### config.mk
export PLATFORM = sky130hd
export DESIGN_NAME = stt_cell
export DESIGN_NICKNAME = d
export VERILOG_FILES = /design/src/rtl/stt_pkg.sv /design/src/rtl/stt_cell.sv
export SDC_FILE = /design/constraint.sdc
export NUM_CORES = 1
export LEC_CHECK = 0
export BUFFER_PORTS_ARGS = -buffer_cell sky130_fd_sc_hd__buf_2
export CELL_PAD_IN_SITES_DETAIL_PLACEMENT = 1
export CELL_PAD_IN_SITES_GLOBAL_PLACEMENT = 1
export CORE_ASPECT_RATIO = 0.8
export CORE_MARGIN = 2
export CORE_UTILIZATION = 28
export DETAILED_ROUTE_END_ITERATION = 10
export PLACE_DENSITY = 0.79
export RECOVER_POWER = 100
export SKIP_CTS_REPAIR_TIMING = 1
export SLEW_MARGIN = 10
export SYNTH_ARGS = -nofsm -noshare
export SYNTH_HDL_FRONTEND = slang
export SYNTH_SLANG_ARGS = --single-unit
### constraint.sdc
create_clock -name clock -period 5.6 [get_ports clock]
set_input_delay 0.56 -clock clock [delete_from_list [all_inputs] [get_ports clock]]
set_output_delay 0.56 -clock clock [all_outputs]
set_load 0.03 [all_outputs]
### src/rtl/stt_pkg.sv
// ----------------------------------------------------------------------------
// Sorted timestamp table package
// Shared constants, command and status codes, controller states and the
// control word that the controller broadcasts along the chain of cells.
// ----------------------------------------------------------------------------
package stt_pkg;

   localparam int TIME_BITS        = 34;
   localparam int DATE_SHIFT       = 11;
   localparam int TAG_PORT_BITS    = 32;
   localparam int CHOICE_BITS      = 7;
   localparam int COUNT_BITS       = 7;
   localparam int DEPTH_DEFAULT    = 32;
   localparam int TAG_BITS_DEFAULT = 32;

   typedef enum logic [1:0] {
      CMD_INSERT = 2'd0,
      CMD_REMOVE = 2'd1,
      CMD_QUERY  = 2'd2,
      CMD_RETAG  = 2'd3
   } cmd_type;

   typedef enum logic [1:0] {
      STATUS_OK    = 2'd0,
      STATUS_NONE  = 2'd1,
      STATUS_FULL  = 2'd2,
      STATUS_RANGE = 2'd3
   } status_type;

   typedef enum logic [2:0] {
      ST_IDLE,
      ST_INSERT,
      ST_SCAN,
      ST_COMPACT,
      ST_REPLY
   } state_type;

   typedef enum logic [1:0] {
      CELL_HOLD,
      CELL_INSERT,
      CELL_ROTATE,
      CELL_COMPACT
   } cell_op_type;

   typedef struct packed {
      cell_op_type          op;
      logic                 phase;
      logic [TIME_BITS-1:0] key;
   } cell_ctl_type;

endpackage

### src/rtl/stt_cell.sv
// ----------------------------------------------------------------------------
// Table cell
// Holds one entry of the sorted table and exchanges it with its neighbours:
// sorted insert, rotation towards the head, and odd-even compaction of holes.
// ----------------------------------------------------------------------------
module stt_cell #(
   parameter int TW  = 32,
   parameter bit ODD = 1'b0
) (
   input  logic                          clock,
   input  logic                          reset,
   input  stt_pkg::cell_ctl_type         ctl,
   input  logic [TW-1:0]                 new_tag,
   input  logic                          prev_valid,
   input  logic                          prev_gt,
   input  logic [stt_pkg::TIME_BITS-1:0] prev_time,
   input  logic [TW-1:0]                 prev_tag,
   input  logic                          next_valid,
   input  logic [stt_pkg::TIME_BITS-1:0] next_time,
   input  logic [TW-1:0]                 next_tag,
   output logic                          ent_valid,
   output logic [stt_pkg::TIME_BITS-1:0] ent_time,
   output logic [TW-1:0]                 ent_tag,
   output logic                          ent_gt
);
   import stt_pkg::*;

   logic                 valid_ff, valid_in;
   logic [TIME_BITS-1:0] time_ff, time_in;
   logic [TW-1:0]        tag_ff, tag_in;
   logic                 is_left;

   assign ent_gt  = valid_ff && (time_ff > ctl.key);
   assign is_left = (ctl.phase == ODD);

   always_comb begin
      valid_in = valid_ff;
      time_in  = time_ff;
      tag_in   = tag_ff;
      unique case (ctl.op)
         CELL_INSERT: begin
            // Entries later than the new one move one place down the chain.
            if (prev_gt) begin
               valid_in = prev_valid;
               time_in  = prev_time;
               tag_in   = prev_tag;
            end else if (prev_valid && (ent_gt || !valid_ff)) begin
               valid_in = 1'b1;
               time_in  = ctl.key;
               tag_in   = new_tag;
            end
         end
         CELL_ROTATE: begin
            valid_in = next_valid;
            time_in  = next_time;
            tag_in   = next_tag;
         end
         CELL_COMPACT: begin
            // A hole and a live entry to its right swap places.
            if (is_left) begin
               if (!valid_ff && next_valid) begin
                  valid_in = 1'b1;
                  time_in  = next_time;
                  tag_in   = next_tag;
               end
            end else if (!prev_valid && valid_ff) begin
               valid_in = 1'b0;
            end
         end
         default: begin
         end
      endcase
   end

   always_ff @(posedge clock) begin
      if (reset) begin
         valid_ff <= 1'b0;
      end else begin
         valid_ff <= valid_in;
      end
   end

   always_ff @(posedge clock) begin
      time_ff <= time_in;
      tag_ff  <= tag_in;
   end

   assign ent_valid = valid_ff;
   assign ent_time  = time_ff;
   assign ent_tag   = tag_ff;

endmodule

# Word-level counts from Yosys, hierarchy flattened
# Index checks and enable logic that the tools add are counted.
dict set report classes {
  n_addsub 0
  multipliers 0
  div_mod_pow 0
  magnitude_cmp 1
  n_eq_ne 8
  n_shift 0
  mux 16
  bitwise_logic 0
  reduce_logical 10
}
# op n
set ops {}
lappend ops {{$mux W34} 4}
lappend ops {{$mux W32} 4}
lappend ops {{$pmux W34 S3} 1}
lappend ops {{$pmux W32 S3} 1}
lappend ops {{$gt A34 B34 Y1} 1}
lappend ops {{$ne A3 B3 Y1 const B} 3}
lappend ops {{$reduce_and A4 Y1} 2}
lappend ops {{$mux W1} 5}
lappend ops {{$eq A2 B2 Y1 const B} 2}
lappend ops {{$logic_and A1 B1 Y1} 4}
lappend ops {{$ne A2 B2 Y1 const B} 2}
lappend ops {{$pmux W1 S3} 1}
lappend ops {{$reduce_bool A3 Y1} 1}
lappend ops {{$eq A2 B1 Y1 const B} 1}
lappend ops {{$logic_not A1 Y1} 2}
lappend ops {{$logic_or A1 B1 Y1} 1}
dict set report totals {
  ff_bits 67
  latch_bits 0
  ram_bits 0
  mem_bits_ro 0
  inputBits 206
  output_inout_bits 68
  word_cells 38
  mem_count 0
}

# Logic depth before layout (Yosys ltp)
dict set report depth {
  depth_word 7
  mapped_depth 7
  ltp_nobuf 7
}

# Worst setup path before layout
# OpenSTA, ideal clock, no wires.
dict set report synth_path {
  kind {register to register}
  from {register time_ff[33] (netlist: ent_time[33])}
  to {register tag_ff[0] (netlist: ent_tag[0]), enable pin}
  setup_time_ns 0.512
  t_arrival_ns 5.101
  required_time_ns 5.088
  path_slack_ns -0.013
  stages_incl_launch_ff 7
  path_buffers 0
  period_less_slack_ns 5.613
  path_cell_list {edfxtp_1 > ha_1 > nand4_2 > or4_4 > nor3_1 > nor4_1 > a21oi_1}
}
dict set report synth_via {
  elab_chain_cells 6
}
# item line
set synth_rtl {}
lappend synth_rtl {{from (decl)} stt_cell.sv:29} ;# logic [TIME_BITS-1:0] time_ff, time_in;
lappend synth_rtl {{from (signal assigned)} stt_cell.sv:84} ;# time_ff <= time_in;
lappend synth_rtl {{$gt A34 B34 Y1} stt_cell.sv:33} ;# assign ent_gt = valid_ff && (time_ff > ctl.key);
lappend synth_rtl {{$logic_and A1 B1 Y1} stt_cell.sv:33}
lappend synth_rtl {{$logic_or A1 B1 Y1} stt_cell.sv:47} ;# end else if (prev_valid && (ent_gt || !valid_ff)) begin
lappend synth_rtl {{$logic_and A1 B1 Y1} stt_cell.sv:47}
lappend synth_rtl {{$ne A3 B3 Y1 (no source line)} -}
lappend synth_rtl {{$reduce_and A4 Y1 (no source line)} -}
lappend synth_rtl {{to (signal assigned)} stt_cell.sv:85} ;# tag_ff <= tag_in;
lappend synth_rtl {{to (decl)} stt_cell.sv:30} ;# logic [TW-1:0] tag_ff, tag_in;
# Every way passes these cells.
# A chain may end at the register's enable or synchronous reset.

# Worst setup path after layout
dict set report layout_path {
  from {input prev_gt}
  to {register tag_ff[19] (netlist: ent_tag[19]) (data pin)}
}
dict set report layout_via {
  elab_chain_cells 2
}
# item line
set layout_rtl {}
lappend layout_rtl {{from (decl)} stt_cell.sv:15} ;# input logic prev_gt,
lappend layout_rtl {{$mux W32} stt_cell.sv:43} ;# if (prev_gt) begin
lappend layout_rtl {{$pmux W32 S3} stt_cell.sv:40} ;# unique case (ctl.op)
lappend layout_rtl {{net tag_in[19]} stt_cell.sv:30}
# The timed path passes the listed nets, and every way through them passes these cells.

==> results by group <==
Synthesis
  • Synth unique cells: 32
  • Largest cells by area after synthesis: edfxtp_1 (46%), mux2i_1 (15%), ha_1 (9.8%)
  • Gate Count Post-Synth: approximately 430
  • Syn avg cell area: between 10 and 15 µm²
  • Seq/Total Area, Yosys: 0.461
  • Synth Warn #: 0
  • Post-synth top area share: 0.457
  • Async set or reset register ratio after synthesis: 0
  • Post-synth EDFFs: 66
  • Ys flop type: edfxtp_1
  • Post-Syn Area: between 0.004 and 0.005 mm²
  • Cell taking the most area after synthesis: edfxtp_1
  • Syn Nets: between 600 and 700
  • Register bit total from synthesis: 67

Clock network
  • CTS tree: done
  • H-tree Lvls: 3
  • Clock root buffer: clkbuf_16
  • Clk pin slew, worst setup/hold paths: roughly 60 ps
  • Sink Count: 67
  • Worst skew pair latency: 330 ps
  • Clock tree buffer depth: 2
  • Inserted Clock Buffers: 9

Floorplanning
  • Row cnt: 40
  • Initial Utilization: 0.288
  • # IOs: about 270
  • Die area: around 0.017 mm²
  • Die width: between 100 and 150 µm
  • Chip height: between 100 and 150 µm
  • Core area: around 0.015 mm²

GRT
  • Largest net degree at the start of global routing: 70
  • Most used routing layer: met2
  • Total GRT Usage: 0.167
  • GR Util met3: 0.0621
  • GR Util met1: 0.198
  • M2 GR Usage: 0.288
  • GRT overflow: 0
  • Initial antenna violation count: 2
  • First-pass GRT wire length: roughly 21 mm
  • Vias in the first global route: between 4k and 5k

Pwr
  • Pint: between 1 and 1.5 mW
  • LEAKAGE: around 2.9 nW
  • Share of power burned in the clock network: 0.335
  • Peak supply drop: around 0.13 mV
  • Sequential fraction of design power: 0.378
  • NetSw: 0.591 mW
  • Gate power share: 0.287
  • Switching Share: 0.328
  • Pwr Density: ~290 mW/mm²

STA
  • Worst-Margin Slew: around 2100 ps
  • Clk_skew: about 6.5 ps
  • Slew headroom: -0.421
  • Hold Vio Cnt, Final: 0
  • Setup TNS: 0 ps
  • Final setup fails: 0
  • Fraction of the cycle the final worst path needs: 0.670
  • Tmin final: around 3800 ps
  • Maximum clock frequency: approximately 0.27 GHz
  • Slew Viols, Final: 31
  • RSZ-0062 raised after global routing: no
  • Worst setup margin: ~1800 ps
  • Post-Route Hold Slack: about 390 ps

Critical path
  • Flop-to-flop setup slack: 2440 ps
  • Worst setup path endpoint: ent_tag[19]$_DFFE_PP_
  • Crit end category: register
  • Crit path from: prev_gt
  • Worst EP required: about 5700 ps
  • WP data arrival: between 3000 and 4000 ps
  • Worst r2r src: ent_time[31]$_DFFE_PP_
  • Reg2Reg Depth: 7
  • Worst Path Max Fanout: 39
  • Startpoint Class: input pin
  • Reg2reg end: ent_tag[26]$_DFFE_PP_
  • WS Path Type: input pin to register

Route
  • Antenna Nets Post-Route: 0
  • 1st-iter DRT viols: 160
  • Routed WL: ~14 mm
  • Routed len/inst: ~15 µm
  • Pre-antenna DRT Iters: 4
  • DRC viols: 0
  • Via count: between 4k and 5k
  • DR vias/cell: between 4 and 5

Placed design
  • Inst Count DP: 897
  • Pre-CTS setup slack: about 2100 ps
  • DP Wirelength: about 11 mm
  • Placer congestion estimate: between 0.7 and 0.8
  • I/O Buffers: ~270

Min path
  • Worst min path class: input pin to register

Final layout
  • Area grow syn2layout: 41.8%
  • Layout fillers: roughly 1.8k
  • NumNets Final: 938
  • Fin util: 0.408
  • Non-Filler Instances: between 900 and 1k
  • Share of layout cells above drive strength 1: 0.326

Status
  • Status: finished, violations left
  • Failing checks: max-capacitance violations, max-slew violations

Flow run
  • Max-cap violations: 1
[per-layer routing]
| layer | vias to the layer above | routed length, µm |
|---|---|---|
| met1 | 1835 | 5780 |
| met4 | 2 | 174 |
| met3 | 14 | 1160 |
| met5 | - | 12 |
| li1 | 2105 | - |
| met2 | 158 | 6590 |
[how the worst min path moves through the flow]
stage	start	to	slack, ps	cells after the start
6_report	reset	ent_valid$_SDFFE_PP0P_	390	2
3_3_place_gp	ent_valid$_SDFFE_PP0P_	ent_valid$_SDFFE_PP0P_	670	3
4_1_cts	reset	ent_valid$_SDFFE_PP0P_	370	2
3_5_place_dp	ent_valid$_SDFFE_PP0P_	ent_valid$_SDFFE_PP0P_	690	3
5_1_grt	reset	ent_valid$_SDFFE_PP0P_	390	2
2_1_floorplan	reset	ent_valid$_SDFFE_PP0P_	640	1
[cells by family after synthesis]
kind of cell               after synthesis  share of synthesized area
AOI/OAI and AO/OA                      105                      0.133
adders and majority gates               34                     0.0980
buffers and inverters                   59                     0.0522
DFF                                     67                      0.461
muxes                                   66                      0.152
and+or+nand+nor                        102                      0.104
[registers in the layout, summed over array words and instances (netlist names)]
signal and cells:
ent_time 34, ent_tag 32, ent_valid 1
[through the flow]
step                cell area (µm²)  power (mW)
floorplan                      4340        1.02
global placement               5920        1.22
detailed placement             5920        1.23
CTS                            6240        1.85
global route                   6150        1.91
finish                         6150        1.80
[power by group through the flow]
stage	clock network (mW)	registers (mW)	logic, mW
after global routing	0.644	0.690	0.575
after detailed placement	0	0.689	0.543
after global placement	0	0.685	0.536
after CTS	0.624	0.680	0.546
after floorplan	0	0.836	0.185
final	0.603	0.681	0.518
[placed cells by master (no fill, tap or decap), drive strengths merged]
master    instances
dfxtp             1
clkbuf           80
clkinvlp          1
edfxtp           66
o211a             1
nor4              1
a21oi            19
ha               34
o2bb2ai           1
a221o             1
or3               1
o221ai            1
a21o              3
o21a              3
buf             207
clkinv            3
or4               2
diode             1
bufinv            2
nand2b            1
nand3             1
nor3              6
nand3b            1
a221oi            1
nand2            77
o21ai            72
mux2i            66
nor2              3
nand4             8
a2bb2oi           3
inv              36
nor2b             1
[layout make-up]
type | instances | area (µm²) | share of cell area
antenna | 1 | 2.50 | 0.000407
clock buffer | 10 | 229 | 0.0372
clock inverter | 6 | 90.1 | 0.0146
inverter | 36 | 135 | 0.0220
multi-input combinational | 307 | 2120 | 0.345
sequential | 67 | 2000 | 0.325
tap | 210 | 263 | 0.0427
timing repair buffer | 277 | 1310 | 0.213
[cells in the mapped netlist, types with 3 or more instances]
cell,number
buf_2,4
nor2_1,3
edfxtp_1,66
ha_1,34
o21a_1,3
o21ai_0,72
a21oi_1,19
a2bb2oi_1,3
nand2_1,77
nand4_1,6
clkbuf_1,18
nor3_1,6
mux2i_1,66
inv_1,36
[worst max-delay path, stage by stage]
cell      delay (ps)
clkbuf_1        1490
clkbuf_2        1240
mux2i_1          340
o21ai_0          120
(Power assumes the default switching activity.)
