===== src/rtl/stt_pkg.sv =====
// ----------------------------------------------------------------------------
// Sorted timestamp table package
// Shared constants, command and status codes, controller states and the
// control word that the controller broadcasts along the chain of cells.
// ----------------------------------------------------------------------------
package stt_pkg;

   localparam int TIME_BITS        = 34;
   localparam int DATE_SHIFT       = 11;
   localparam int TAG_PORT_BITS    = 32;
   localparam int CHOICE_BITS      = 7;
   localparam int COUNT_BITS       = 7;
   localparam int DEPTH_DEFAULT    = 32;
   localparam int TAG_BITS_DEFAULT = 32;

   typedef enum logic [1:0] {
      CMD_INSERT = 2'd0,
      CMD_REMOVE = 2'd1,
      CMD_QUERY  = 2'd2,
      CMD_RETAG  = 2'd3
   } cmd_type;

   typedef enum logic [1:0] {
      STATUS_OK    = 2'd0,
      STATUS_NONE  = 2'd1,
      STATUS_FULL  = 2'd2,
      STATUS_RANGE = 2'd3
   } status_type;

   typedef enum logic [2:0] {
      ST_IDLE,
      ST_INSERT,
      ST_SCAN,
      ST_COMPACT,
      ST_REPLY
   } state_type;

   typedef enum logic [1:0] {
      CELL_HOLD,
      CELL_INSERT,
      CELL_ROTATE,
      CELL_COMPACT
   } cell_op_type;

   typedef struct packed {
      cell_op_type          op;
      logic                 phase;
      logic [TIME_BITS-1:0] key;
   } cell_ctl_type;

endpackage


===== src/rtl/stt_ctrl.sv =====
// ----------------------------------------------------------------------------
// Table controller
// Takes commands, sequences the cell chain through insert, rotation and
// compaction, watches the head cell and forms the result beats.
// ----------------------------------------------------------------------------
module stt_ctrl #(
   parameter int DEPTH = 32,
   parameter int TW    = 32
) (
   input  logic                              clock,
   input  logic                              reset,
   input  logic                              req_valid,
   output logic                              req_stall,
   input  logic [1:0]                        req_cmd,
   input  logic [stt_pkg::TIME_BITS-1:0]     req_time,
   input  logic [stt_pkg::TAG_PORT_BITS-1:0] req_tag_in,
   input  logic [stt_pkg::CHOICE_BITS-1:0]   req_choice,
   input  logic                              head_valid,
   input  logic [stt_pkg::TIME_BITS-1:0]     head_time,
   input  logic [TW-1:0]                     head_tag,
   input  logic                              table_full,
   output stt_pkg::cell_ctl_type             ctl,
   output logic [TW-1:0]                     new_tag,
   output logic                              tail_valid,
   output logic [stt_pkg::TIME_BITS-1:0]     tail_time,
   output logic [TW-1:0]                     tail_tag,
   output logic                              rsp_valid,
   input  logic                              rsp_stall,
   output logic [1:0]                        rsp_status,
   output logic [stt_pkg::TIME_BITS-1:0]     rsp_time,
   output logic [stt_pkg::TAG_PORT_BITS-1:0] rsp_tag,
   output logic [stt_pkg::COUNT_BITS-1:0]    rsp_removed,
   output logic                              rsp_last
);
   import stt_pkg::*;

   localparam int SW = $clog2(DEPTH);
   localparam int CW = $clog2(DEPTH + 1);

   state_type            state_ff, state_in;
   cmd_type              cmd_ff;
   logic [TIME_BITS-1:0] key_ff;
   logic [TW-1:0]        tag_ff;
   logic [CHOICE_BITS-1:0] choice_ff;
   logic                 full_ff;
   logic [SW-1:0]        step_ff;
   logic [CW-1:0]        cnt_ff;
   logic                 held_valid_ff;
   logic [TIME_BITS-1:0] held_time_ff;
   logic [TW-1:0]        held_tag_ff;

   logic                 rsp_valid_ff;
   status_type           rsp_status_ff;
   logic [TIME_BITS-1:0] rsp_time_ff;
   logic [TAG_PORT_BITS-1:0] rsp_tag_ff;
   logic [COUNT_BITS-1:0] rsp_removed_ff;
   logic                 rsp_last_ff;

   logic                 accept, out_free, last_step;
   logic                 hit_date, hit_exact, hit, step_go;
   logic [COUNT_BITS-1:0] cnt_wide, cnt_plus;
   logic                 emit;
   status_type           em_status;
   logic [TIME_BITS-1:0] em_time;
   logic [TAG_PORT_BITS-1:0] em_tag;
   logic [COUNT_BITS-1:0] em_removed;
   logic                 em_last;

   assign accept    = req_valid && !req_stall;
   assign out_free  = !rsp_valid_ff || !rsp_stall;
   assign last_step = (step_ff == SW'(DEPTH - 1));
   assign hit_date  = head_valid &&
                      (head_time[TIME_BITS-1:DATE_SHIFT] == key_ff[TIME_BITS-1:DATE_SHIFT]);
   assign hit_exact = head_valid && (head_time == key_ff);
   assign hit       = (cmd_ff == CMD_RETAG) ? hit_exact : hit_date;
   assign cnt_wide  = COUNT_BITS'(cnt_ff);
   assign cnt_plus  = cnt_wide + COUNT_BITS'(1);

   // Next state
   always_comb begin
      state_in = state_ff;
      unique case (state_ff)
         ST_IDLE: begin
            if (req_valid) begin
               if (cmd_type'(req_cmd) == CMD_INSERT) begin
                  state_in = table_full ? ST_REPLY : ST_INSERT;
               end else begin
                  state_in = ST_SCAN;
               end
            end
         end
         ST_INSERT: begin
            state_in = ST_REPLY;
         end
         ST_SCAN: begin
            if (step_go && last_step) begin
               state_in = (cmd_ff == CMD_REMOVE) ? ST_COMPACT : ST_REPLY;
            end
         end
         ST_COMPACT: begin
            if (last_step) begin
               state_in = ST_REPLY;
            end
         end
         ST_REPLY: begin
            if (out_free) begin
               state_in = ST_IDLE;
            end
         end
         default: begin
            state_in = ST_IDLE;
         end
      endcase
   end

   // Outputs of the sequencer
   always_comb begin
      req_stall  = (state_ff != ST_IDLE);
      ctl.op     = CELL_HOLD;
      ctl.phase  = step_ff[0];
      ctl.key    = key_ff;
      tail_valid = 1'b0;
      tail_time  = head_time;
      tail_tag   = head_tag;
      step_go    = 1'b0;
      emit       = 1'b0;
      em_status  = STATUS_OK;
      em_time    = '0;
      em_tag     = '0;
      em_removed = '0;
      em_last    = 1'b1;
      unique case (state_ff)
         ST_INSERT: begin
            ctl.op = CELL_INSERT;
         end
         ST_SCAN: begin
            // A second query hit can only be taken once the held one has left.
            step_go = !((cmd_ff == CMD_QUERY) && hit && held_valid_ff && !out_free);
            ctl.op  = step_go ? CELL_ROTATE : CELL_HOLD;
            tail_valid = head_valid && !((cmd_ff == CMD_REMOVE) && hit);
            if ((cmd_ff == CMD_RETAG) && hit && (cnt_plus == choice_ff)) begin
               tail_tag = tag_ff;
            end
            if ((cmd_ff == CMD_QUERY) && hit && held_valid_ff && step_go) begin
               emit    = 1'b1;
               em_time = held_time_ff;
               em_tag  = TAG_PORT_BITS'(held_tag_ff);
               em_last = 1'b0;
            end
         end
         ST_COMPACT: begin
            ctl.op  = CELL_COMPACT;
            step_go = 1'b1;
         end
         ST_REPLY: begin
            emit = out_free;
            unique case (cmd_ff)
               CMD_INSERT: begin
                  em_status = full_ff ? STATUS_FULL : STATUS_OK;
               end
               CMD_REMOVE: begin
                  em_status  = (cnt_ff == '0) ? STATUS_NONE : STATUS_OK;
                  em_removed = cnt_wide;
               end
               CMD_QUERY: begin
                  if (held_valid_ff) begin
                     em_time = held_time_ff;
                     em_tag  = TAG_PORT_BITS'(held_tag_ff);
                  end else begin
                     em_status = STATUS_NONE;
                  end
               end
               CMD_RETAG: begin
                  if (cnt_ff == '0) begin
                     em_status = STATUS_NONE;
                  end else if ((choice_ff == '0) || (choice_ff > cnt_wide)) begin
                     em_status = STATUS_RANGE;
                  end
               end
               default: begin
               end
            endcase
         end
         default: begin
         end
      endcase
   end

   assign new_tag = tag_ff;

   always_ff @(posedge clock) begin
      if (reset) begin
         state_ff      <= ST_IDLE;
         held_valid_ff <= 1'b0;
         rsp_valid_ff  <= 1'b0;
      end else begin
         state_ff <= state_in;
         if (accept) begin
            held_valid_ff <= 1'b0;
         end else if ((state_ff == ST_SCAN) && step_go && hit && (cmd_ff == CMD_QUERY)) begin
            held_valid_ff <= 1'b1;
         end
         if (emit) begin
            rsp_valid_ff <= 1'b1;
         end else if (!rsp_stall) begin
            rsp_valid_ff <= 1'b0;
         end
      end
   end

   always_ff @(posedge clock) begin
      if (accept) begin
         cmd_ff    <= cmd_type'(req_cmd);
         key_ff    <= req_time;
         tag_ff    <= req_tag_in[TW-1:0];
         choice_ff <= req_choice;
         full_ff   <= table_full;
         step_ff   <= '0;
         cnt_ff    <= '0;
      end else if (step_go) begin
         step_ff <= last_step ? '0 : step_ff + SW'(1);
         if ((state_ff == ST_SCAN) && hit && (cmd_ff != CMD_QUERY)) begin
            cnt_ff <= cnt_ff + CW'(1);
         end
      end
      if ((state_ff == ST_SCAN) && step_go && hit && (cmd_ff == CMD_QUERY)) begin
         held_time_ff <= head_time;
         held_tag_ff  <= head_tag;
      end
      if (emit) begin
         rsp_status_ff  <= em_status;
         rsp_time_ff    <= em_time;
         rsp_tag_ff     <= em_tag;
         rsp_removed_ff <= em_removed;
         rsp_last_ff    <= em_last;
      end
   end

   assign rsp_valid   = rsp_valid_ff;
   assign rsp_status  = rsp_status_ff;
   assign rsp_time    = rsp_time_ff;
   assign rsp_tag     = rsp_tag_ff;
   assign rsp_removed = rsp_removed_ff;
   assign rsp_last    = rsp_last_ff;

endmodule


===== config.mk =====
export PLATFORM = sky130hd
export DESIGN_NAME = stt_ctrl
export DESIGN_NICKNAME = d
export VERILOG_FILES = /design/src/rtl/stt_pkg.sv /design/src/rtl/stt_ctrl.sv
export SDC_FILE = /design/constraint.sdc
export NUM_CORES = 1
export LEC_CHECK = 0
export BUFFER_PORTS_ARGS = -buffer_cell sky130_fd_sc_hd__buf_2
export CORE_MARGIN = 2
export CORE_UTILIZATION = 49
export CTS_BUF_LIST = sky130_fd_sc_hd__clkbuf_16
export DETAILED_ROUTE_END_ITERATION = 16
export PLACE_DENSITY = 0.8
export SLEW_MARGIN = 20
export SYNTH_ARGS = -nofsm -noshare
export SYNTH_HDL_FRONTEND = slang
export SYNTH_SLANG_ARGS = --single-unit

===== constraint.sdc =====
create_clock -name clock -period 9.27 [get_ports clock]
set_input_delay 1.854 -clock clock [delete_from_list [all_inputs] [get_ports clock]]
set_output_delay 1.854 -clock clock [all_outputs]
set_load 0.03 [all_outputs]

== Word-level counts from Yosys, hierarchy flattened ==
Cells that the tools add are included.
Cells by class
  add/subtract/negate cells: 3
  $lt $le $gt $ge: 1
  equality and inequality tests: 17
  mux-type cells: 35
  reduce and logical (&&, ||, !) cells: 35
Operator list (count)
  2-to-1 mux 32 bit: 5
  2-to-1 mux 34 bit: 3
  case mux 34 bit (2 select lines): 1
  case mux 32 bit (2 select lines): 1
  == test 34 bit: 1
  == test 23 bit: 1
  2-to-1 mux 3 bit: 7
  logical AND 1 bit: 17
  case mux 3 bit (5 select lines): 1
  inequality test 2 bit (second input constant): 5
  2-to-1 mux 1 bit: 8
  2-to-1 mux 2 bit: 4
  case mux 2 bit (4 select lines): 1
  adder 6 x 1 -> 7 bit (second input constant): 1
  == test 7 bit: 1
  greater-than comparator 7 x 6 -> 1 bit: 1
  logical NOT 7 bit: 1
  adder 6 x 1 -> 6 bit (second input constant): 1
  == test 3 x 2 -> 1 bit (second input constant): 2
  logical NOT 1 bit: 6
  logical NOT 6 bit: 1
  case mux 2 bit (3 select lines): 1
  adder 5 x 1 -> 5 bit (second input constant): 1
  == test 5 bit (second input constant): 1
  14 further kinds: 19
Word-level totals
  bits in registers: 234
  input bits: 147
  word-level logic and storage cells: 109

== Longest topological paths before layout ==
Gate-level depths: netlist of the first run.
  word-level depth: 11
  mapped depth: 10
  depth with buffers taken out: 9

== Worst setup path after synthesis of the first run ==
No wires, ideal clock.
  path type: input-to-reg
  from: in head_time[22] (netlist bit)
  to: reg held_tag_ff[0], enable pin
  setup time: 0.585 ns
  arrival: 7.705 ns
  required time: 8.685 ns
  path slack: 0.981 ns
  cell stages on the path: 6
  buffers on the path: 0
  path through: xnor2_1 nand4_1 nor4_1 nand3_1 or2_1 nor3b_1
Between the ends
  cells in the longest elaborated chain, start to end: 11
  elaborated cells on any way between the ends: 13
  those cells by class: 2 x eq/ne; 2 x mux; 9 x reduce/logical
Ends and longest elaborated chain
  from (decl): line stt_ctrl.sv:19  | input logic [stt_pkg::TIME_BITS-1:0] head_time,
  == test 34 bit or == test 23 bit (tied branches): line stt_ctrl.sv:74, stt_ctrl.sv:73
  logical AND 1 bit (on tied branches): line stt_ctrl.sv:74, stt_ctrl.sv:72
  2-to-1 mux 1 bit (*): line stt_ctrl.sv:75  | assign hit = (cmd_ff == CMD_RETAG) ? hit_exact : hit_date;
  logical AND 1 bit (3 in a row): line stt_ctrl.sv:138  | step_go = !((cmd_ff == CMD_QUERY) && hit && held_valid_ff && !out_free);
  logical NOT 1 bit: line stt_ctrl.sv:138
  case mux 1 bit (2 select lines): line stt_ctrl.sv:132  | unique case (state_ff)
  logical AND 1 bit: line stt_ctrl.sv:226  | if ((state_ff == ST_SCAN) && step_go && hit && (cmd_ff == CMD_QUERY)) begin
  logical AND 1 bit (*) (2 in a row): line stt_ctrl.sv:226
  to (signal assigned): line stt_ctrl.sv:228  | held_tag_ff <= head_tag;
  to (decl): line stt_ctrl.sv:50  | logic [TW-1:0] held_tag_ff;
Every way passes the cells marked *; elsewhere a longest branch is shown, timed or not.
A chain may end at the register's enable or synchronous reset.

== Worst setup path after layout of the first run ==
  from: in head_time[26] (netlist bit)
  to: out tail_tag[8]
Between the ends
  cells in the longest elaborated chain, start to end: 7
  elaborated cells on any way between the ends: 9
  those cells by class: 2 x eq/ne; 3 x mux; 4 x reduce/logical
Ends and longest elaborated chain
  == test 34 bit or == test 23 bit (tied branches): line stt_ctrl.sv:74, stt_ctrl.sv:73
  logical AND 1 bit (on tied branches): line stt_ctrl.sv:74, stt_ctrl.sv:72
  2-to-1 mux 1 bit (*): line stt_ctrl.sv:75
  logical AND 1 bit (*) (2 in a row): line stt_ctrl.sv:141  | if ((cmd_ff == CMD_RETAG) && hit && (cnt_plus == choice_ff)) begin
  2-to-1 mux 32 bit (*): line stt_ctrl.sv:141
  2-to-1 mux 32 bit (*): line stt_ctrl.sv:132
  to (decl): line stt_ctrl.sv:26  | output logic [TW-1:0] tail_tag,
Marks and branches as above.

==> run summary, run 1 <==
RUN STATUS
-----------------------------------------------------------------------------------------------
Status                                                                                completed

LOGIC SYNTHESIS
-----------------------------------------------------------------------------------------------
Multiplexer area fraction after synthesis                                                 4.95%
Fraction of the mapped netlist area in compound gates                                     3.04%
Sequential cell area fraction in the yosys report                                         71.5%
Count of state elements after synthesis                                                     233
Basic-gate share of the synthesized area counting and, or, nand and nor cells             10.7%
Ys flop type                                                                           edfxtp_1
Post-Synthesis Mean Instance Area                                                    15.8 sq um
Distinct cell type count after synthesis                                                     53
Number of flops mapped to enable cells by yosys                                             217
Adder-cell share of the synthesized area                                                  1.31%
Combinational family with the most area after synthesis                            simple AND/OR/NAND/NOR gates
Warning count from the yosys run                                                              0
Synth Area in XOR/XNOR                                                                    3.85%
Cell area after synthesis                                                          0.00956 sq mm
Synthesized Nets                                                                            762
Share of flip-flops with an asynchronous set or reset after synthesis                        0%
Mapped Cells                                                                                605

DETAILED ROUTING
-----------------------------------------------------------------------------------------------
Final wirelength                                                                       22700 um
Total via count after detailed routing                                                     6061
Count of TritonRoute iterations in the first routing pass                                     5
Detail Route Antenna Nets                                                                     0
DRC violation total after the first TritonRoute iteration                                   272
Count of unresolved DRC violations after routing                                              0
Number of vias per cell after detailed routing                                             4.96
Routed len/inst                                                                         18.6 um

CLOCK TREE
-----------------------------------------------------------------------------------------------
Clock input transition at the sequential cells of the worst setup and hold paths        0.06 ns
Clock tree buffer depth                                                                       3
CTS Sinks                                                                                   233
TritonCTS clock tree                                                                        yes
Number of H-tree levels                                                                       1
Hold buffer count at CTS                                                                      0
Post-cts repair resize count                                                                  0
Inserted Clock Buffers                                                                       24
Number of setup buffers added after CTS                                                       0
Cell at the root of the clock tree                                                    clkbuf_16
Clock latency on the worst-skew pair                                                    0.51 ns

DIE
-----------------------------------------------------------------------------------------------
Initial core utilization                                                                  49.6%
I/O pin count                                                                               361
Floorplan die height                                                                     144 um
Horizontal die dimension                                                                 144 um
Placement row count                                                                          51
Floorplan core area                                                                0.0193 sq mm
Die footprint                                                                      0.0206 sq mm

POWER
-----------------------------------------------------------------------------------------------
Net switching share of the total power                                                    27.0%
Pwr Density                                                                         215 mW/mm^2
Reg power frac                                                                            49.0%
Clock share of power                                                                      35.5%
Total leakage power                                                                     5.05 nW
Logic gate share of total power                                                           15.5%
Reported net switching power                                                           0.705 mW
Internal                                                                                1.91 mW
Worst supply voltage drop on vdd                                                         190 uV

LAYOUT
-----------------------------------------------------------------------------------------------
Commonest cells after routing, fill and taps aside                                 buf_2, edfxtp_1, and2_1
P&R area growth vs syn                                                                    27.1%
Leading cell type in the layout, fill and taps excluded                                   buf_2
Fraction of layout instances using a drive strength above 1                               45.7%
Design Area, Final                                                                 0.0122 sq mm
Final-stage net count                                                                      1095

GLOBAL ROUTING
-----------------------------------------------------------------------------------------------
Wire length of the first global-routing pass                                           31800 um
Vias in the first global route                                                             5549
Initial antenna violation count                                                               1
Congestion Overflow GR                                                                        0
All-Layer GR Usage                                                                        20.6%
Largest net degree at the start of global routing                                            82

TIMING
-----------------------------------------------------------------------------------------------
Maximum clock rate                                                                      150 MHz
Hold Slack                                                                             0.487 ns
RSZ-0062 raised after global routing                                                      false
Setup Skew                                                                           0.00894 ns
Final worst path period need                                                            6.68 ns
Total Neg Setup Slack                                                                      0 ns
Remaining max-slew budget at the tightest pin                                             29.0%
Number of hold violations in the final report                                                 0
Final setup violation count                                                                   0
Slew @ Worst Pin                                                                        1.06 ns
Number of max-slew violations in the final report                                             0
Portion of the clock cycle consumed by the worst path in the final layout                 72.0%

WORST SETUP PATH
-----------------------------------------------------------------------------------------------
Category of cells accounting for the largest share of critical-path delay          simple AND/OR/NAND/NOR gates
Ordered list of cells on the worst path                                            buf_2 > xnor2_1 > nand4_1 > nor4_1 > nand3_1 > nor2_4 > nand4_4 > mux2_4 > buf_2
Worst Path Required                                                                     7.42 ns
Max stage delay on crit path                                                            0.69 ns
Critical Path End Type                                                               output pin
Type of the worst setup path                                                             in2out
WP buf/inv                                                                                    2
Kind of start point of the critical path                                             input port
Critical path's most frequent cell                                                        buf_2
Arrival time of the worst setup path                                                    4.82 ns
Max Fanout on Critical Path                                                                  32
Critical path's slowest cell                                                            nand4_4

PLACE
-----------------------------------------------------------------------------------------------
Weighted congestion reported at the end of routability-driven placement                   0.800
Number of port buffers                                                                      359
Detailed placement HPWL                                                                16700 um
Placed Instance Area                                                               0.0113 sq mm

HOLD PATH
-----------------------------------------------------------------------------------------------
Worst hold-check path type                                                              reg2reg

JOB
-----------------------------------------------------------------------------------------------
Max cap viols                                                                                 0

[routing by layer]
metal	vias to the layer above	global-route usage (%)	wire length, um
li1	2873	-	-
met1	2908	26.4	9040
met2	253	36.3	11600
met3	27	4.07	1670
met4	0	5.01	341
met5	-	0	0
[worst paths after layout]
kind	startpoint	endpoint	slack [ns]	depth (start not counted)
max	head_time[26]	tail_tag[8]	2.59	9
min	step_ff[4]	step_ff[4]	0.49	2
max reg2reg	key_ff[26]	rsp_time[2]	5.79	8
min reg2reg	step_ff[4]	step_ff[4]	0.49	2
[synth_stat cells, types with 2 or more instances]
master,instances,share of area (%)
nand2b_1,2,0.13
inv_1,13,0.51
nor3_1,13,0.68
edfxtp_1,217,68
and2_1,67,4.4
nor2_1,16,0.63
a31oi_1,2,0.13
buf_4,38,3.0
mux2_2,2,0.24
a211oi_1,3,0.24
xor2_1,4,0.37
and3_1,2,0.13
buf_6,4,0.47
xnor2_1,38,3.5
o31ai_1,3,0.24
nor3b_1,3,0.24
ha_1,10,1.3
clkbuf_2,5,0.26
nor4_1,7,0.46
clkbuf_1,8,0.31
nand4_1,13,0.85
a21boi_0,2,0.16
a21oi_1,16,0.84
nor2b_1,6,0.39
nor4b_1,3,0.27
mux2_4,30,4.7
nand2_1,14,0.55
o21ai_0,12,0.63
nand3_1,13,0.68
dfxtp_1,16,3.4
[tightest hold or removal path: cells and delay by family (launching register included)]
kind / cells / cell delay [ns]
AND/OR/NAND/NOR: 1 / 0.06
AO/OA/AOI/OAI: 1 / 0.06
flip-flops: 1 / 0.31
[cell type report]
type | instances | area [sq um]
fill | 1471 | 7120
sequential | 233 | 6840
multi-input combinational | 303 | 2310
timing repair buffer | 363 | 1850
clock buffer | 24 | 601
tap | 265 | 332
clock inverter | 20 | 176
inverter | 13 | 50.0
antenna | 1 | 2.50
[sequential cells by signal (all words and copies together) (netlist names), 2 cells and up]
register,cells
rsp_removed,6
rsp_status,2
held_tag_ff,32
cnt_ff,6
rsp_time,34
key_ff,34
state_ff,3
choice_ff,7
rsp_tag,32
held_time_ff,34
cmd_ff,2
step_ff,5
new_tag,32
[through the flow]
step / setup slack (ns) / total power, mW / utilization [%] / instances
after floorplan: 0.981 / 1.58 / - / 605
after global placement: 2.66 / 1.70 / 58.8 / 1176
after detailed placement: 2.56 / 1.71 / 58.9 / 1176
after CTS: 2.49 / 2.64 / 62.9 / 1220
after global routing: 2.43 / 2.71 / 63.1 / 1222
final: 2.59 / 2.61 / 63.1 / 1222
[kinds of logic (layout without fill, tap and decap cells)]
group | after synthesis | count (layout)
other | 1 | 2
DFF | 233 | 233
AOI/OAI and AO/OA | 47 | 47
adders and majority gates | 10 | 10
muxes | 32 | 32
and+or+nand+nor | 171 | 171
buffers and inverters | 69 | 420
xor gates and xnor gates | 42 | 42
[power groups by stage]
stage / logic, mW / clock network, mW / registers (mW)
floorplan: 0.176 / 0 / 1.40
global placement: 0.399 / 0 / 1.30
detailed placement: 0.404 / 0 / 1.30
CTS: 0.406 / 0.955 / 1.28
global route: 0.432 / 0.990 / 1.29
finish: 0.405 / 0.929 / 1.28
No activity file was read; power rests on OpenSTA's default activity.
==> inputs of run 2 (changes only) <==
- ABC_AREA: default -> 1
- CORE_UTILIZATION: 49 -> 45
- PLACE_DENSITY: 0.8 -> 0.77
- clock period: 9.27 -> 6.1 ns (I/O delays scaled with it)
==> run summary, run 2 <==
RUN STATUS
-----------------------------------------------------------------------------------------------
Status                                                                                completed

WORST SETUP PATH
-----------------------------------------------------------------------------------------------
Reg2reg path depth                                                                           12
Critical path's slowest cell                                                              buf_4
Startpoint of the most critical setup path                                         head_time[9]
Critical Path End Type                                                               output pin
Arrival time of the worst setup path                                                    3.41 ns
R2r startpoint                                                                        key_ff[9]
Type of the worst setup path                                                             in2out
Worst setup path endpoint                                                           tail_tag[9]
Max stage delay on crit path                                                            0.62 ns
Worst Path Required                                                                     4.88 ns
Category of cells accounting for the largest share of critical-path delay          buffers and inverters
Stages on the worst setup path                                                               14
Kind of start point of the critical path                                             input port
Endpoint of the worst-slack reg-to-reg timing path                                 held_time_ff[12]
Critical path's most frequent cell                                                      nand2_1
Register-to-register setup slack                                                        3.06 ns
Ordered list of cells on the worst path                                            buf_2 > nand2_1 > o21ai_0 > nor2_1 > nand2_1 > nor2_1 > nand2_1 > nand2_1 > and2_4 > nand4_4 > buf_4 > nand2_1 > o21ai_2 > buf_2
WP buf/inv                                                                                    3
Max Fanout on Critical Path                                                                  64

CLOCK TREE
-----------------------------------------------------------------------------------------------
Number of H-tree levels                                                                       1
Inserted Clock Buffers                                                                       25
Hold buffer count at CTS                                                                      0
Number of setup buffers added after CTS                                                       0
TritonCTS clock tree                                                                        yes
CTS Sinks                                                                                   233
Clock input transition at the sequential cells of the worst setup and hold paths        0.05 ns
Post-cts repair resize count                                                                  0
Cell at the root of the clock tree                                                    clkbuf_16
Clock tree buffer depth                                                                       3
Clock latency on the worst-skew pair                                                    0.52 ns

DETAILED ROUTING
-----------------------------------------------------------------------------------------------
Final wirelength                                                                       24200 um
Total via count after detailed routing                                                     7090
Number of vias per cell after detailed routing                                             4.67
Routed len/inst                                                                         15.9 um
DRC violation total after the first TritonRoute iteration                                   414
Count of unresolved DRC violations after routing                                              0
Count of TritonRoute iterations in the first routing pass                                     5
Detail Route Antenna Nets                                                                     0

TIMING
-----------------------------------------------------------------------------------------------
Crit path setup slack, layout                                                           1.47 ns
Hold Slack                                                                             0.490 ns
Number of hold violations in the final report                                                 0
Portion of the clock cycle consumed by the worst path in the final layout                 75.8%
Setup Skew                                                                            0.0192 ns
Maximum clock rate                                                                      216 MHz
Slew @ Worst Pin                                                                       0.852 ns
Remaining max-slew budget at the tightest pin                                             43.2%
Total Neg Setup Slack                                                                      0 ns
Final worst path period need                                                            4.63 ns
Final setup violation count                                                                   0
Number of max-slew violations in the final report                                             0
RSZ-0062 raised after global routing                                                      false

DIE
-----------------------------------------------------------------------------------------------
I/O pin count                                                                               361
Floorplan die height                                                                     153 um
Die footprint                                                                      0.0233 sq mm
Placement row count                                                                          54
Horizontal die dimension                                                                 153 um
Floorplan core area                                                                0.0218 sq mm
Initial core utilization                                                                  45.7%

LOGIC SYNTHESIS
-----------------------------------------------------------------------------------------------
Post-Synthesis Mean Instance Area                                                    11.2 sq um
Yosys top cell by area                                                                 edfxtp_1
Synthesized Nets                                                                           1042
Ys flop type                                                                           edfxtp_1
Mapped Cells                                                                                885
Leading cell types by count after synthesis                                        nand2_1, edfxtp_1, nor2_1
Sequential cell area fraction in the yosys report                                         68.8%
Warning count from the yosys run                                                              0
Count of state elements after synthesis                                                     233
Distinct cell type count after synthesis                                                     35
Area contributors post-synth                                                       edfxtp_1, nand2_1, nor2_1
Cell area after synthesis                                                          0.00994 sq mm
Number of flops mapped to enable cells by yosys                                             217
Share of flip-flops with an asynchronous set or reset after synthesis                        0%
Synth top area share                                                                      65.6%
Count leader, synth                                                                     nand2_1

HOLD PATH
-----------------------------------------------------------------------------------------------
Worst hold-check path type                                                              reg2reg

GLOBAL ROUTING
-----------------------------------------------------------------------------------------------
Vias in the first global route                                                             6723
Largest net degree at the start of global routing                                            65
Wire length of the first global-routing pass                                           36800 um
Initial antenna violation count                                                               0
All-Layer GR Usage                                                                        19.9%
Congestion Overflow GR                                                                        0

LAYOUT
-----------------------------------------------------------------------------------------------
Leading cell type in the layout, fill and taps excluded                                   buf_2
Fraction of layout instances using a drive strength above 1                               35.7%
Layout filler cell count                                                                   1846
P&R area growth vs syn                                                                    26.2%
Final-stage net count                                                                      1376
Antenna diodes                                                                                0
Commonest cells after routing, fill and taps aside                                 buf_2, nand2_1, edfxtp_1
Utilization after layout                                                                  57.7%
Final standard cell count with taps included and fillers excluded                          1518

POWER
-----------------------------------------------------------------------------------------------
Pwr Density                                                                         393 mW/mm^2
Worst supply voltage drop on vdd                                                         393 uV
Total leakage power                                                                     5.59 nW

PLACE
-----------------------------------------------------------------------------------------------
Detailed placement HPWL                                                                18000 um
Pre-CTS WS                                                                              1.45 ns
Placed cells                                                                               1472
Weighted congestion reported at the end of routability-driven placement                   0.880
Number of port buffers                                                                      359

JOB
-----------------------------------------------------------------------------------------------
Max cap viols                                                                                 0

[run 2: changes by cell type in the layout (fill, tap and decap cells not counted), moves of 9 or more]
cell     change
nand2_1    +205
nor2_1     +126
inv_1      +102
and2_1      -67
xnor2_1     -33
o21ai_2     +32
mux2_4      -30
nand4_1     -12
nor3_1       -9
[run 2: how the worst min path moves through the flow]
stage                  start            end  slack, ns  cells after the start
2_1_floorplan      cnt_ff[5]      cnt_ff[5]       0.46                      2
3_3_place_gp       cnt_ff[5]      cnt_ff[5]       0.46                      2
3_5_place_dp       cnt_ff[5]      cnt_ff[5]       0.49                      2
4_1_cts            cnt_ff[5]      cnt_ff[5]       0.50                      2
5_1_grt        held_valid_ff  held_valid_ff       0.53                      2
6_report           cnt_ff[5]      cnt_ff[5]       0.49                      2
[run 2: power by group]
part | switching (mW) | internal [mW] | leakage (nW) | total [mW]
clock | 0.583 | 0.909 | 0.425 | 1.49
sequential | 0.106 | 2.03 | 2.14 | 2.14
combinational | 0.993 | 0.307 | 3.02 | 1.30
total | 1.68 | 3.25 | 5.59 | 4.93
[run 2: through the flow]
| stage | area, sq um | power, mW |
|---|---|---|
| after floorplan | 9940 | 3.07 |
| after global placement | 11700 | 3.45 |
| after detailed placement | 11700 | 3.49 |
| after CTS | 12500 | 4.99 |
| after global routing | 12500 | 5.17 |
| final | 12500 | 4.93 |
[run 2: layer usage]
layer	track usage, %	up-vias	share of wire [%]
met2	34.6	284	50
met4	5.69	0	2.1
li1	-	3517	-
met3	3.27	40	6.6
met1	26.0	3249	41
met5	0	-	0
[run 2: worst register-to-register path: cells and delay by family (launching register included)]
family                 cells  cell delay (ns)
AND/OR/NAND/NOR            9             1.65
buffers and inverters      2             0.51
flip-flops                 1             0.42
AO/OA/AOI/OAI              1             0.12
[run 2: cells by family (layout without fill, tap and decap cells)]
logic type | after synthesis | after routing | share of synthesized area [%]
simple gates | 394 | 394 | 15.7
fa+ha+maj | 10 | 10 | 1.26
other cells | 1 | 1 | 0.0377
flops | 233 | 233 | 68.8
buf+inv | 174 | 527 | 8.75
xor+xnor | 11 | 11 | 0.969
compound gates | 62 | 62 | 4.56
[run 2: area by class of cell]
class | count | area, sq um | share of cell area [%]
clock buffers | 25 | 626 | 4.99
clock inverters | 21 | 194 | 1.55
inverters | 115 | 433 | 3.45
multi-input cells | 478 | 2260 | 18.0
flip-flops and latches | 233 | 6840 | 54.5
well taps | 280 | 350 | 2.79
repair buffers | 366 | 1850 | 14.7
